$ cat src/design/assert_macros.svh
// Assertion macros shared by the tokenizer modules.
`ifndef ASSERT_MACROS_SVH
`define ASSERT_MACROS_SVH

// Expression must hold at every clock edge outside reset.
`define ASSERT_ALWAYS(label, clk_s, rst_s, expr, msg) \
  label: assert property (@(posedge clk_s) disable iff (rst_s) (expr)) else $error(msg);

// Cause at one edge implies effect at the next edge.
`define ASSERT_NEXT(label, clk_s, rst_s, cause, effect, msg) \
  label: assert property (@(posedge clk_s) disable iff (rst_s) (cause) |=> (effect)) \
    else $error(msg);

`endif

$ cat src/design/elt_pkg.sv
// Types, constants and character helpers for the expression tokenizer.
package elt_pkg;

  localparam int unsigned MaxTokenLen  = 255;
  localparam int unsigned PositionBits = 16;
  localparam int unsigned KeywordSlots = 8;
  localparam int unsigned KeywordRegs  = 8;
  localparam int unsigned RegIndexW    = 3;
  localparam int unsigned WordW        = 64;
  localparam int unsigned PrefixChars  = 8;
  localparam int unsigned PrefixIdxW   = $clog2(PrefixChars);
  localparam int unsigned RunW         = $clog2(MaxTokenLen + 1);
  localparam int unsigned LenW         = 8;
  localparam int unsigned LenMax       = (1 << LenW) - 1;
  localparam int unsigned KwIdxW       = 3;
  localparam int unsigned QueueDepth   = 4;
  localparam int unsigned QueuePtrW    = $clog2(QueueDepth);
  localparam int unsigned QueueCntW    = $clog2(QueueDepth + 1);

  typedef logic [7:0] char_t;

  localparam char_t CharSpace  = 8'h20;
  localparam char_t CharEq     = 8'h3D;
  localparam char_t CharHash   = 8'h23;
  localparam char_t CharTab    = 8'h09;
  localparam char_t CharNl     = 8'h0A;
  localparam char_t CharBslash = 8'h5C;

  typedef enum logic [4:0] {
    KIND_ADD     = 5'd0,
    KIND_MINUS   = 5'd1,
    KIND_TIMES   = 5'd2,
    KIND_DIV     = 5'd3,
    KIND_MOD     = 5'd4,
    KIND_ASSIGN  = 5'd5,
    KIND_EQ      = 5'd6,
    KIND_GREATER = 5'd7,
    KIND_LESS    = 5'd8,
    KIND_COLON   = 5'd9,
    KIND_COMMA   = 5'd10,
    KIND_LPAREN  = 5'd11,
    KIND_RPAREN  = 5'd12,
    KIND_LBRACK  = 5'd13,
    KIND_RBRACK  = 5'd14,
    KIND_LBRACE  = 5'd15,
    KIND_RBRACE  = 5'd16,
    KIND_DOT     = 5'd17,
    KIND_QUOTE   = 5'd18,
    KIND_END     = 5'd19,
    KIND_TAB     = 5'd20,
    KIND_EOL     = 5'd21,
    KIND_NUMBER  = 5'd22,
    KIND_IDENT   = 5'd23,
    KIND_STRING  = 5'd24,
    KIND_KEYWORD = 5'd25,
    KIND_EMPTY   = 5'd26
  } kind_t;

  typedef enum logic [3:0] {
    PEND_NONE = 4'b0001,
    PEND_NUM  = 4'b0010,
    PEND_WORD = 4'b0100,
    PEND_EQ   = 4'b1000
  } pend_t;

  // Slot a: token closed by the character; slot b: token the character makes itself.
  typedef struct packed {
    logic                    a_valid;
    kind_t                   a_kind;
    logic                    a_word;
    logic                    a_bs;
    logic [WordW-1:0]        a_prefix;
    logic [RunW-1:0]         a_len;
    logic [PositionBits-1:0] a_start;
    logic                    b_valid;
    kind_t                   b_kind;
    logic [PositionBits-1:0] b_start;
  } entry_t;

  typedef struct packed {
    logic empty;
    logic full;
  } q_status_t;

  typedef struct packed {
    logic  hit;
    kind_t kind;
  } single_t;

  function automatic logic is_digit(char_t c);
    return (c >= 8'h30) && (c <= 8'h39);
  endfunction

  function automatic logic is_letter(char_t c);
    return ((c >= 8'h61) && (c <= 8'h7A)) || ((c >= 8'h41) && (c <= 8'h5A));
  endfunction

  function automatic single_t single_kind(char_t c);
    single_t r;
    r.hit  = 1'b1;
    r.kind = KIND_EMPTY;
    unique case (c)
      8'h2B:    r.kind = KIND_ADD;
      8'h2D:    r.kind = KIND_MINUS;
      8'h2A:    r.kind = KIND_TIMES;
      8'h2F:    r.kind = KIND_DIV;
      8'h25:    r.kind = KIND_MOD;
      8'h3E:    r.kind = KIND_GREATER;
      8'h3C:    r.kind = KIND_LESS;
      8'h3A:    r.kind = KIND_COLON;
      8'h2C:    r.kind = KIND_COMMA;
      8'h28:    r.kind = KIND_LPAREN;
      8'h29:    r.kind = KIND_RPAREN;
      8'h5B:    r.kind = KIND_LBRACK;
      8'h5D:    r.kind = KIND_RBRACK;
      8'h7B:    r.kind = KIND_LBRACE;
      8'h7D:    r.kind = KIND_RBRACE;
      8'h2E:    r.kind = KIND_DOT;
      8'h22:    r.kind = KIND_QUOTE;
      CharHash: r.kind = KIND_END;
      CharTab:  r.kind = KIND_TAB;
      CharNl:   r.kind = KIND_EOL;
      default:  r.hit  = 1'b0;
    endcase
    return r;
  endfunction

  function automatic logic [LenW-1:0] sat_len(logic [RunW-1:0] n);
    if (int'(n) > int'(LenMax)) begin
      return LenW'(LenMax);
    end
    return LenW'(n);
  endfunction

endpackage

$ cat src/design/elt_front.sv
// Front end: takes characters, tracks the pending run and queues finished token slots.
`include "assert_macros.svh"

module elt_front (
  input  logic                         clk,
  input  logic                         rst,
  input  logic                         push,
  input  elt_pkg::char_t               char_code,
  input  elt_pkg::q_status_t           q_status,
  output logic                         q_push,
  output elt_pkg::entry_t              q_entry
);

  elt_pkg::pend_t                          pend, pend_next;
  logic [elt_pkg::WordW-1:0]               prefix, prefix_next;
  logic [elt_pkg::RunW-1:0]                run_len, run_len_next;
  logic [elt_pkg::PositionBits-1:0]        run_start, run_start_next;
  logic [elt_pkg::PositionBits-1:0]        char_pos, char_pos_next;
  logic                                    saw_bs, saw_bs_next;
  logic                                    accept;
  logic                                    classify;
  logic                                    c_digit, c_letter, c_bs;
  elt_pkg::single_t                        sk;
  elt_pkg::entry_t                         ent;

  assign accept   = push && !q_status.full;
  assign c_digit  = elt_pkg::is_digit(char_code);
  assign c_letter = elt_pkg::is_letter(char_code);
  assign c_bs     = (char_code == elt_pkg::CharBslash);
  assign sk       = elt_pkg::single_kind(char_code);

  always_comb begin
    pend_next      = pend;
    prefix_next    = prefix;
    run_len_next   = run_len;
    run_start_next = run_start;
    char_pos_next  = char_pos;
    saw_bs_next    = saw_bs;
    classify       = 1'b1;
    ent            = '0;
    ent.a_kind     = elt_pkg::KIND_EMPTY;
    ent.b_kind     = elt_pkg::KIND_EMPTY;
    ent.a_prefix   = prefix;
    ent.a_bs       = saw_bs;
    ent.a_len      = run_len;
    ent.a_start    = run_start;
    ent.b_start    = char_pos;
    if (accept) begin
      char_pos_next = char_pos + 1'b1;
      unique case (pend)
        elt_pkg::PEND_NUM, elt_pkg::PEND_WORD: begin
          if (c_digit || ((pend == elt_pkg::PEND_WORD) && (c_letter || c_bs))) begin
            // extend the run; only the first characters feed the keyword compare
            if (run_len < elt_pkg::RunW'(elt_pkg::PrefixChars)) begin
              prefix_next[run_len[elt_pkg::PrefixIdxW-1:0]*8 +: 8] = char_code;
            end
            if (run_len < elt_pkg::RunW'(elt_pkg::MaxTokenLen)) begin
              run_len_next = run_len + 1'b1;
            end
            if (c_bs) begin
              saw_bs_next = 1'b1;
            end
            classify = 1'b0;
          end else begin
            ent.a_valid = 1'b1;
            ent.a_word  = (pend == elt_pkg::PEND_WORD);
            ent.a_kind  = (pend == elt_pkg::PEND_WORD) ? elt_pkg::KIND_IDENT
                                                       : elt_pkg::KIND_NUMBER;
            pend_next   = elt_pkg::PEND_NONE;
          end
        end
        elt_pkg::PEND_EQ: begin
          pend_next   = elt_pkg::PEND_NONE;
          ent.a_valid = 1'b1;
          if (char_code == elt_pkg::CharEq) begin
            ent.a_kind = elt_pkg::KIND_EQ;
            ent.a_len  = elt_pkg::RunW'(2);
            classify   = 1'b0;
          end else begin
            ent.a_kind = elt_pkg::KIND_ASSIGN;
            ent.a_len  = elt_pkg::RunW'(1);
          end
        end
        default: ;
      endcase
      if (classify) begin
        if (char_code == elt_pkg::CharSpace) begin
          // skip
        end else if (sk.hit) begin
          ent.b_valid = 1'b1;
          ent.b_kind  = sk.kind;
        end else if (char_code == elt_pkg::CharEq) begin
          pend_next      = elt_pkg::PEND_EQ;
          run_start_next = char_pos;
          run_len_next   = elt_pkg::RunW'(1);
          prefix_next    = '0;
          saw_bs_next    = 1'b0;
        end else if (c_digit || c_letter || c_bs) begin
          pend_next      = c_digit ? elt_pkg::PEND_NUM : elt_pkg::PEND_WORD;
          prefix_next    = elt_pkg::WordW'(char_code);
          run_len_next   = elt_pkg::RunW'(1);
          run_start_next = char_pos;
          saw_bs_next    = c_bs;
        end else begin
          ent.b_valid = 1'b1;
          ent.b_kind  = elt_pkg::KIND_EMPTY;
        end
      end
    end
  end

  assign q_push  = accept && (ent.a_valid || ent.b_valid);
  assign q_entry = ent;

  always_ff @(posedge clk) begin
    if (rst) begin
      pend      <= elt_pkg::PEND_NONE;
      prefix    <= '0;
      run_len   <= '0;
      run_start <= '0;
      char_pos  <= '0;
      saw_bs    <= 1'b0;
    end else begin
      pend      <= pend_next;
      prefix    <= prefix_next;
      run_len   <= run_len_next;
      run_start <= run_start_next;
      char_pos  <= char_pos_next;
      saw_bs    <= saw_bs_next;
    end
  end

  `ASSERT_ALWAYS(a_eq_len_one, clk, rst,
    (pend != elt_pkg::PEND_EQ) || (run_len == elt_pkg::RunW'(1)),
    "pending equals sign with run length other than one")
  `ASSERT_ALWAYS(a_no_push_when_full, clk, rst,
    !(q_push && q_status.full),
    "token slots queued while the queue is full")

endmodule

$ cat src/design/elt_queue.sv
// Short queue of token slot entries between front and back ends.
`include "assert_macros.svh"

module elt_queue (
  input  logic               clk,
  input  logic               rst,
  input  logic               push,
  input  elt_pkg::entry_t    push_entry,
  input  logic               pop,
  output elt_pkg::entry_t    head,
  output elt_pkg::q_status_t status
);

  elt_pkg::entry_t                   mem [elt_pkg::QueueDepth];
  logic [elt_pkg::QueuePtrW-1:0]     wr_ptr, rd_ptr;
  logic [elt_pkg::QueueCntW-1:0]     count;
  logic                              do_push, do_pop;

  assign status.empty = (count == '0);
  assign status.full  = (count == elt_pkg::QueueCntW'(elt_pkg::QueueDepth));
  assign head         = mem[rd_ptr];
  assign do_push      = push && !status.full;
  assign do_pop       = pop && !status.empty;

  always_ff @(posedge clk) begin
    if (do_push) begin
      mem[wr_ptr] <= push_entry;
    end
  end

  always_ff @(posedge clk) begin
    if (rst) begin
      wr_ptr <= '0;
      rd_ptr <= '0;
      count  <= '0;
    end else begin
      if (do_push) begin
        wr_ptr <= wr_ptr + 1'b1;
      end
      if (do_pop) begin
        rd_ptr <= rd_ptr + 1'b1;
      end
      if (do_push && !do_pop) begin
        count <= count + 1'b1;
      end else if (do_pop && !do_push) begin
        count <= count - 1'b1;
      end
    end
  end

  `ASSERT_ALWAYS(a_count_bound, clk, rst,
    count <= elt_pkg::QueueCntW'(elt_pkg::QueueDepth),
    "queue count above depth")
  `ASSERT_NEXT(a_count_up, clk, rst, do_push && !do_pop,
    count == $past(count) + 1'b1,
    "queue count did not advance on transfer in")

endmodule

$ cat src/design/elt_back.sv
// Back end: keyword registers, keyword match and the result output register.
`include "assert_macros.svh"

module elt_back (
  input  logic                              clk,
  input  logic                              rst,
  input  logic                              write_enable,
  input  logic [elt_pkg::RegIndexW-1:0]     reg_index,
  input  logic [elt_pkg::WordW-1:0]         write_data,
  input  elt_pkg::entry_t                   head,
  input  elt_pkg::q_status_t                q_status,
  output logic                              q_pop,
  input  logic                              pop,
  output logic                              empty,
  output logic [4:0]                        token_kind,
  output logic [elt_pkg::KwIdxW-1:0]        keyword_index,
  output logic [elt_pkg::LenW-1:0]          token_length,
  output logic [elt_pkg::PositionBits-1:0]  token_start,
  output logic                              last_of_run
);

  logic [elt_pkg::WordW-1:0]         kw [elt_pkg::KeywordRegs];
  logic                              phase;
  logic                              out_valid;
  logic                              use_a, is_last, load;
  logic                              kw_hit;
  logic [elt_pkg::KwIdxW-1:0]        kw_idx;
  elt_pkg::kind_t                    cur_kind;
  elt_pkg::kind_t                    out_kind;
  logic [elt_pkg::KwIdxW-1:0]        cur_idx;
  logic [elt_pkg::LenW-1:0]          cur_len;
  logic [elt_pkg::PositionBits-1:0]  cur_start;

  always_ff @(posedge clk) begin
    if (rst) begin
      for (int i = 0; i < int'(elt_pkg::KeywordRegs); i++) begin
        kw[i] <= '0;
      end
    end else if (write_enable) begin
      kw[reg_index] <= write_data;
    end
  end

  // lowest matching slot wins
  always_comb begin
    kw_hit = 1'b0;
    kw_idx = '0;
    for (int i = int'(elt_pkg::KeywordSlots) - 1; i >= 0; i--) begin
      if ((kw[i] != '0) && (kw[i] == head.a_prefix)) begin
        kw_hit = 1'b1;
        kw_idx = elt_pkg::KwIdxW'(i);
      end
    end
  end

  always_comb begin
    use_a     = !phase && head.a_valid;
    is_last   = !use_a || !head.b_valid;
    cur_kind  = head.b_kind;
    cur_idx   = '0;
    cur_len   = elt_pkg::LenW'(1);
    cur_start = head.b_start;
    if (use_a) begin
      cur_kind  = head.a_kind;
      cur_len   = elt_pkg::sat_len(head.a_len);
      cur_start = head.a_start;
      if (head.a_word) begin
        if (head.a_bs) begin
          cur_kind = elt_pkg::KIND_STRING;
        end else if (kw_hit && (head.a_len <= elt_pkg::RunW'(elt_pkg::PrefixChars))) begin
          cur_kind = elt_pkg::KIND_KEYWORD;
          cur_idx  = kw_idx;
        end else begin
          cur_kind = elt_pkg::KIND_IDENT;
        end
      end
    end
  end

  assign load  = !q_status.empty && (!out_valid || pop);
  assign q_pop = load && is_last;
  assign empty = !out_valid;
  assign token_kind = out_kind;

  always_ff @(posedge clk) begin
    if (rst) begin
      phase     <= 1'b0;
      out_valid <= 1'b0;
    end else begin
      if (load) begin
        out_valid <= 1'b1;
        phase     <= !is_last;
      end else if (pop) begin
        out_valid <= 1'b0;
      end
    end
  end

  always_ff @(posedge clk) begin
    if (load) begin
      out_kind      <= cur_kind;
      keyword_index <= cur_idx;
      token_length  <= cur_len;
      token_start   <= cur_start;
      last_of_run   <= is_last;
    end
  end

  `ASSERT_ALWAYS(a_phase_has_b, clk, rst,
    !phase || (!q_status.empty && head.b_valid && head.a_valid),
    "second slot phase without a two-token entry at the head")

endmodule

$ cat src/design/expression_lexer_tokenizer.sv
// Tokens a character closes are queued, then loaded into the output register when it frees.
// Throughput: one character per cycle unless full; output drains one token per cycle while
//   pop is held; a two-token character gives both in turn (four-entry queue absorbs bursts).
// Per-cycle limit is the keyword match: eight 64-bit equality compares and a priority pick.
// Reset (synchronous, active high) drops any pending token, zeroes the position counter,
//   clears all keyword registers and empties the queue and output register.
module expression_lexer_tokenizer (
  input  logic                              clk,
  input  logic                              rst,
  input  logic                              push,
  output logic                              full,
  input  logic [7:0]                        char_code,
  output logic                              empty,
  input  logic                              pop,
  output logic [4:0]                        token_kind,
  output logic [elt_pkg::KwIdxW-1:0]        keyword_index,
  output logic [elt_pkg::LenW-1:0]          token_length,
  output logic [elt_pkg::PositionBits-1:0]  token_start,
  output logic                              last_of_run,
  input  logic                              write_enable,
  input  logic [elt_pkg::RegIndexW-1:0]     reg_index,
  input  logic [elt_pkg::WordW-1:0]         write_data
);

  elt_pkg::q_status_t q_status;
  elt_pkg::entry_t    q_entry;
  elt_pkg::entry_t    q_head;
  logic               q_push;
  logic               q_pop;

  assign full = q_status.full;

  elt_front u_front (
    .clk       (clk),
    .rst       (rst),
    .push      (push),
    .char_code (char_code),
    .q_status  (q_status),
    .q_push    (q_push),
    .q_entry   (q_entry)
  );

  elt_queue u_queue (
    .clk        (clk),
    .rst        (rst),
    .push       (q_push),
    .push_entry (q_entry),
    .pop        (q_pop),
    .head       (q_head),
    .status     (q_status)
  );

  elt_back u_back (
    .clk           (clk),
    .rst           (rst),
    .write_enable  (write_enable),
    .reg_index     (reg_index),
    .write_data    (write_data),
    .head          (q_head),
    .q_status      (q_status),
    .q_pop         (q_pop),
    .pop           (pop),
    .empty         (empty),
    .token_kind    (token_kind),
    .keyword_index (keyword_index),
    .token_length  (token_length),
    .token_start   (token_start),
    .last_of_run   (last_of_run)
  );

endmodule

$ cat config.mk
export PLATFORM = sky130hd
export DESIGN_NAME = expression_lexer_tokenizer
export DESIGN_NICKNAME = d
export VERILOG_FILES = /design/src/design/elt_pkg.sv /design/src/design/elt_front.sv /design/src/design/elt_queue.sv /design/src/design/elt_back.sv /design/src/design/expression_lexer_tokenizer.sv
export VERILOG_INCLUDE_DIRS = /design/src /design/src/design
export SDC_FILE = /design/constraint.sdc
export NUM_CORES = 2
export LEC_CHECK = 0
export BUFFER_PORTS_ARGS = -buffer_cell sky130_fd_sc_hd__buf_4
export CORE_MARGIN = 2
export CORE_UTILIZATION = 56
export DETAILED_ROUTE_END_ITERATION = 8
export PLACE_DENSITY = 0.69
export SETUP_SLACK_MARGIN = 0.1
export SLEW_MARGIN = 20
export SYNTH_ARGS = -nofsm -noshare
export SYNTH_HDL_FRONTEND = slang
export SYNTH_SLANG_ARGS = --single-unit
export TNS_END_PERCENT = 1
$ cat constraint.sdc
create_clock -name clk -period 8.15 [get_ports clk]
set_input_delay 0.4075 -clock clk [delete_from_list [all_inputs] [get_ports clk]]
set_output_delay 0.4075 -clock clk [all_outputs]
set_load 0.05 [all_outputs]
== Word level (Yosys, flattened, before mapping) ==
Memory sizes are Yosys's and may differ from the RTL's. A register that Yosys moved wholly into a read port is not among the register bits.
Index checks and enable logic that the tools add are counted.
Cells by class
  add/subtract/negate cells: 7
  equality and inequality tests: 35
  shift-type cells: 2
  mux-type cells: 92
  order comparisons: 9
  reduce and logical (&&, ||, !) cells: 58
  bitwise gates (word level): 5
Operator list (count)
  $mux 64: 9
  $eq 64x64->1: 8
  $reduce_bool 64->1: 8
  $eq 8x6->1 const B: 16
  $pmux 5 s20: 1
  $mux 8: 10
  $bwmux 64: 1
  $reduce_or 64->1: 1
  $shift 8x34->64 const A: 1
  $shiftx 8x34->64: 1
  $mux 16: 3
  $eq 8x7->1 const B: 5
  $mux 6: 6
  $neg 6->34: 1
  $mux 1: 33
  $mux 4: 7
  $mux 3: 8
  $logic_and 1x1->1: 22
  $reduce_or 20->1: 1
  $add 16x1->16 const B: 1
  $eq 8x4->1 const B: 2
  $ge 8x7->1 const B: 2
  $le 8x7->1 const B: 2
  $mux 5: 3
  other kinds (28): 56
Word-level totals
  input bits: 80
  register bits after elaboration: 151
  RAM bits: 984
  output and inout bits: 35
  memories: 2
  logic and storage cells: 228
Memories
  u_back.kw: words 8, bits a word 64, read ports 8, clocked after Yosys merged registers in 0, write ports 8, RTL line elt_back.sv:22  | logic [elt_pkg::WordW-1:0] kw [elt_pkg::KeywordRegs];
  u_queue.mem: words 4, bits a word 118, read ports 1, clocked after Yosys merged registers in 1, write ports 1, RTL line elt_queue.sv:14  | elt_pkg::entry_t mem [elt_pkg::QueueDepth];

== Logic depth before layout (Yosys ltp) ==
  depth in word-level cells: 18
  gate-level depth with buffers: 16
  mapped depth without buffers: 14

== Modules after synthesis ==
From an unflattened synthesis, not the netlist that was laid out.
Second synthesis, totals
  cells, all modules: 3497
  area, all modules: 50566.0 µm²
Modules (own cells, without submodules)
  elt_back: seq. area each 16405.7 µm², area each 27527.7 µm², cells each 2168, instances 1
  elt_queue: seq. area each 14353.8 µm², area each 17440.5 µm², cells each 664, instances 1
  elt_front: seq. area each 2182.1 µm², area each 5597.9 µm², cells each 665, instances 1

== Least setup slack after synthesis ==
OpenSTA, ideal clock, no wires.
  path type: input to register
  from: input char_code[2]
  to: memory u_queue.mem[0][0] (netlist bit), enable pin
  arrival: 5.324 ns
  path slack: 2.337 ns
  path buffers: 1
  cell stages on the path: 10
  data required time: 7.660 ns
  library setup time: 0.490 ns
  path through: clkbuf_1 -> or4_1 -> o221ai_1 -> and4_4 -> and2_1 -> o21ai_0 -> o21ai_0 -> inv_1 -> o21ai_1 -> and2_1
Between the ends
  cells in the longest elaborated chain, start to end: 16
  elaborated cells on any way between the ends: 58
  those cells by class: order compare: 6; eq/ne: 23; mux: 16; reduce/logical: 13
RTL lines
  from (decl): RTL line expression_lexer_tokenizer.sv:12  | input logic [7:0] char_code,
  $ge 8x7->1 or $le 8x7->1 (tied branches): RTL line elt_pkg.sv:95  | return ((c >= 8'h61) && (c <= 8'h7A)) || ((c >= 8'h41) && (c <= 8'h5A));
  $logic_and 1x1->1: RTL line elt_pkg.sv:95
  $logic_or 1x1->1: RTL line elt_pkg.sv:95
  $logic_or 1x1->1, on equally long branches: RTL line elt_front.sv:52, elt_front.sv:98
  $logic_and 1x1->1 or $logic_or 1x1->1 (tied branches): RTL line elt_front.sv:52, elt_front.sv:98
  $logic_or 1x1->1 or $mux 6 (tied branches): RTL line elt_front.sv:52, elt_front.sv:98
  $mux 1 or $mux 6 (tied branches): RTL line elt_front.sv:52, elt_front.sv:92
  $pmux 1 s2 or $mux 6 (tied branches): RTL line elt_front.sv:50, elt_front.sv:89
  $mux 1 or $mux 6 (tied branches): RTL line elt_front.sv:48, elt_front.sv:87
  $mux 6: RTL line elt_front.sv:86  | if (classify) begin
  $mux 6: RTL line elt_front.sv:48  | if (accept) begin
  $logic_or 1x1->1 (*): RTL line elt_front.sv:112  | assign q_push = accept && (ent.a_valid || ent.b_valid);
  $logic_and 1x1->1 (*): RTL line elt_front.sv:112
  $logic_and 1x1->1 (*): RTL line elt_queue.sv:22  | assign do_push = push && !status.full;
  via u_queue.do_push: RTL line elt_queue.sv:17  | logic do_push, do_pop;
  $mux 1 (*): RTL line elt_queue.sv:26  | if (do_push) begin
  $mux 1 (implied by the code) (*): RTL line elt_queue.sv:27  | mem[wr_ptr] <= push_entry;
  to (decl): RTL line elt_queue.sv:14
The timed path passes the listed nets; every way through them passes the cells marked *. The select of a mux whose other input is x is not followed.

==> results.sh <==
export IMPL_status="finished, final reports clean"
export IMPL_setup_tns_ns=0
export IMPL_drt_iter0_drc=7128
export IMPL_clk_latency_ns=0.72
export IMPL_hold_violations=0
export IMPL_core_area_sq_mm=0.0900
export IMPL_maxSlewHeadroom=0.185
export IMPL_finalPower_mw=18.1
export IMPL_synth_flop_cell="edfxtp_1"
export IMPL_fp_dieW_microns=306
export IMPL_r2r_slack_ns=2.56
export IMPL_rsz0062_at_grt="false"
export IMPL_gp_congestion=1.02
export IMPL_final_cells=4997
export IMPL_io_buffers=114
export IMPL_reg2reg_to="u_back.token_kind[2]"
export IMPL_timing_final_crit_share=0.685
export IMPL_cts_sinks=1133
export IMPL_period_minus_slack_ns=5.59
export IMPL_cp_end_kind="flip-flop"
export IMPL_cts_clk_slew_worst_paths_ns=0.06
export IMPL_first_global_vias=33700
export IMPL_post_drt_wl_per_cell_microns=40.1
export IMPL_drt_pass1_iter_count=8
export IMPL_nNetsFinal=3763
export IMPL_area_growth_syn_to_layout_pct=11.7
export IMPL_power_density_mw_per_mm2=318
export IMPL_row_count=110
export IMPL_max_freq_ghz=0.179
export IMPL_grt_max_degree=66
export IMPL_drv_slew=0
export IMPL_grt_usage=0.428
export IMPL_gr_total_overflow=0
export IMPL_synth_seq_area_share=0.644
export IMPL_synth_nets=3673
export IMPL_setup_slack_ns=2.56
export IMPL_cts_buffer_depth=3
export IMPL_startpoint_type="flip-flop"
export IMPL_cts_tree="done"
export IMPL_drv_cap=0
export IMPL_dp_slack_ns=2.53
export IMPL_io_pins=115
export IMPL_register_area_sq_mm=0.0328
export IMPL_cts_root_buffer="clkbuf_16"
export IMPL_synthCells=3580
export IMPL_vias=34900
export IMPL_tightest_slew_ns=1.21
export IMPL_routed_wl_microns=200000
export IMPL_die_h_microns=306
export IMPL_post_route_drc_count=0
export IMPL_critPathKind="reg2reg"
export IMPL_worstHoldPathType="in2reg"
export IMPL_ys_ff_latch=1133
export IMPL_worstHoldPathCells=2
export IMPL_postSynth_asyncResetShare=0
export IMPL_setup_violations=0
export IMPL_critPathMaxFanout=43
export IMPL_crit_required_ns=8.58
export IMPL_power_leakage_nw=18.1
export IMPL_yosys_warnings=0
export IMPL_cts_resized=0
export IMPL_hpwl_microns=132000
export IMPL_initial_utilization=0.566
export IMPL_numCtsBuffers=111
export IMPL_syn_area_per_cell_sq_um=14.2
export IMPL_postCtsSetupRepairBufs=0
export IMPL_dieArea_sq_mm=0.0934
export IMPL_vdd_ir_drop_max_v=0.000323
export IMPL_worstPathArrival_ns=6.02
export IMPL_skew_ns=0.0324
export IMPL_synth_edf_count=1013
export IMPL_layout_drive_gt1_share=0.141
export IMPL_ant_nets=0
export IMPL_grt_antenna_before_repair=48
export IMPL_multi_input_area_sq_mm=0.0173
export IMPL_synthDistinctLibCells=80
export IMPL_reg2regPathDepth=9
export IMPL_crit_path_end="u_back.token_kind[2]"
export IMPL_grt_pass1_wl_microns=270000
export IMPL_hold_ws_ns=0.134
export IMPL_syn_cell_area_sq_mm=0.0509
export IMPL_fillCellCount=6441
export IMPL_viasPerCell=6.99
export IMPL_placedCellCount=4732
export IMPL_htreeDepth=3
==> timing repair <==
action	4_1_cts	5_1_grt
endpoints found under the hold margin	1	0
setup endpoints to repair	0	0
hold buffers	1	0
==> area by class of cell <==
cell class | count | share of cell area
multi-input cells | 2235 | 0.304
clock buffers | 141 | 0.0533
clock inverters | 69 | 0.0142
inverters | 25 | 0.00165
well taps | 1176 | 0.0259
repair buffers | 164 | 0.0219
flip-flops and latches | 1133 | 0.577
diodes | 54 | 0.00237
==> cell usage in the layout (no fill, tap or decap), types with 53 or more instances in the layout <==
cell type     n
nor2_1       79
edfxtp_1   1013
a22o_1       57
a21oi_1      53
clkbuf_16   113
buf_4       162
dfxtp_1     118
xnor2_1     498
nor4_1      169
diode_2      54
mux4_2      116
nand4_1     218
nand2_1     128
and2_1      536
==> where the power goes <==
group	internal, mW	switching [mW]	leakage, nW	total (mW)
clock	3.12	2.31	1.88	5.43
sequential	6.84	0.349	10.5	7.19
combinational	1.58	3.91	5.70	5.49
==> worst min path at each step <==
| stage | from | end | slack [ns] |
|---|---|---|---|
| after floorplan | u_back.out_valid | u_back.out_valid | 0.45 |
| after global placement | u_front.prefix[7] | u_queue.mem[0][53] | 0.46 |
| after detailed placement | u_front.prefix[7] | u_queue.mem[0][53] | 0.49 |
| after CTS | write_data[24] | u_back.kw[4][24] | 0.1 |
| after global routing | write_data[24] | u_back.kw[1][24] | 0.10 |
| final | write_data[24] | u_back.kw[4][24] | 0.13 |
==> synthesized netlist by cell type, drive strengths merged (12+ instances only) <==
cell / number / area share
or3: 13 / 0.0016
xor2: 26 / 0.0045
dfxtp: 120 / 0.047
a22o: 57 / 0.0098
ha: 12 / 0.0029
inv: 24 / 0.0018
o21ai: 20 / 0.0020
nor3: 40 / 0.0040
nand2: 128 / 0.0094
edfxtp: 1013 / 0.60
nor2: 87 / 0.0064
or4: 18 / 0.0027
nand2b: 19 / 0.0023
and2: 540 / 0.066
xnor2: 501 / 0.087
nand4: 218 / 0.027
or2: 12 / 0.0015
clkbuf: 109 / 0.0081
nor4: 171 / 0.021
nand3: 40 / 0.0039
mux2i: 17 / 0.0033
a21oi: 55 / 0.0054
buf: 78 / 0.0086
mux4: 116 / 0.051
mux2: 18 / 0.0040
==> stage by stage <==
step | utilization | area [sq um]
after floorplan | - | 50900
after global placement | 0.588 | 52900
after detailed placement | 0.588 | 52900
after CTS | 0.631 | 56800
after global routing | 0.631 | 56800
final | 0.632 | 56900
==> sequential cells by signal, summed over array words and instances, names as in the netlist, 2 cells and up, named ones only <==
register	flops
u_back.kw	512
u_queue.mem	468
u_front.prefix	64
u_back.token_start	16
u_front.char_pos	16
u_front.run_start	16
u_back.token_length	8
u_front.run_len	8
u_back.token_kind	5
u_front.pend	4
u_back.keyword_index	3
u_queue.count	3
u_queue.rd_ptr	2
u_queue.wr_ptr	2
==> layer usage <==
metal	GRT usage	vias up	share of wire
li1	-	13700	-
met2	0.627	3097	0.43
met4	0.232	8	0.062
met5	0	-	0.00092
met3	0.141	623	0.15
met1	0.568	17500	0.36
==> logic make-up (layout without fill, tap and decap cells) <==
group           count (synthesis)  count (layout)  synth area share
buf+inv                       212             399            0.0185
simple gates                 1346            1346             0.156
flops                        1133            1133             0.644
fa+ha+maj                      13              13           0.00334
compound gates                198             198            0.0283
other cells                     0              54                 0
mux                           151             151            0.0586
xor+xnor                      527             527            0.0911
==> critical path: stages, from the launching register on <==
cell	delay [ns]
dfxtp_4	0.90
buf_12	0.35
mux4_2	0.87
xnor2_1	0.60
nand4_1	0.17
or4bb_1	0.53
nor4_1	0.66
a311oi_1	0.47
o2111ai_1	0.42
a311oi_1	0.19
Note: power is estimated with default switching activity, not from simulation.
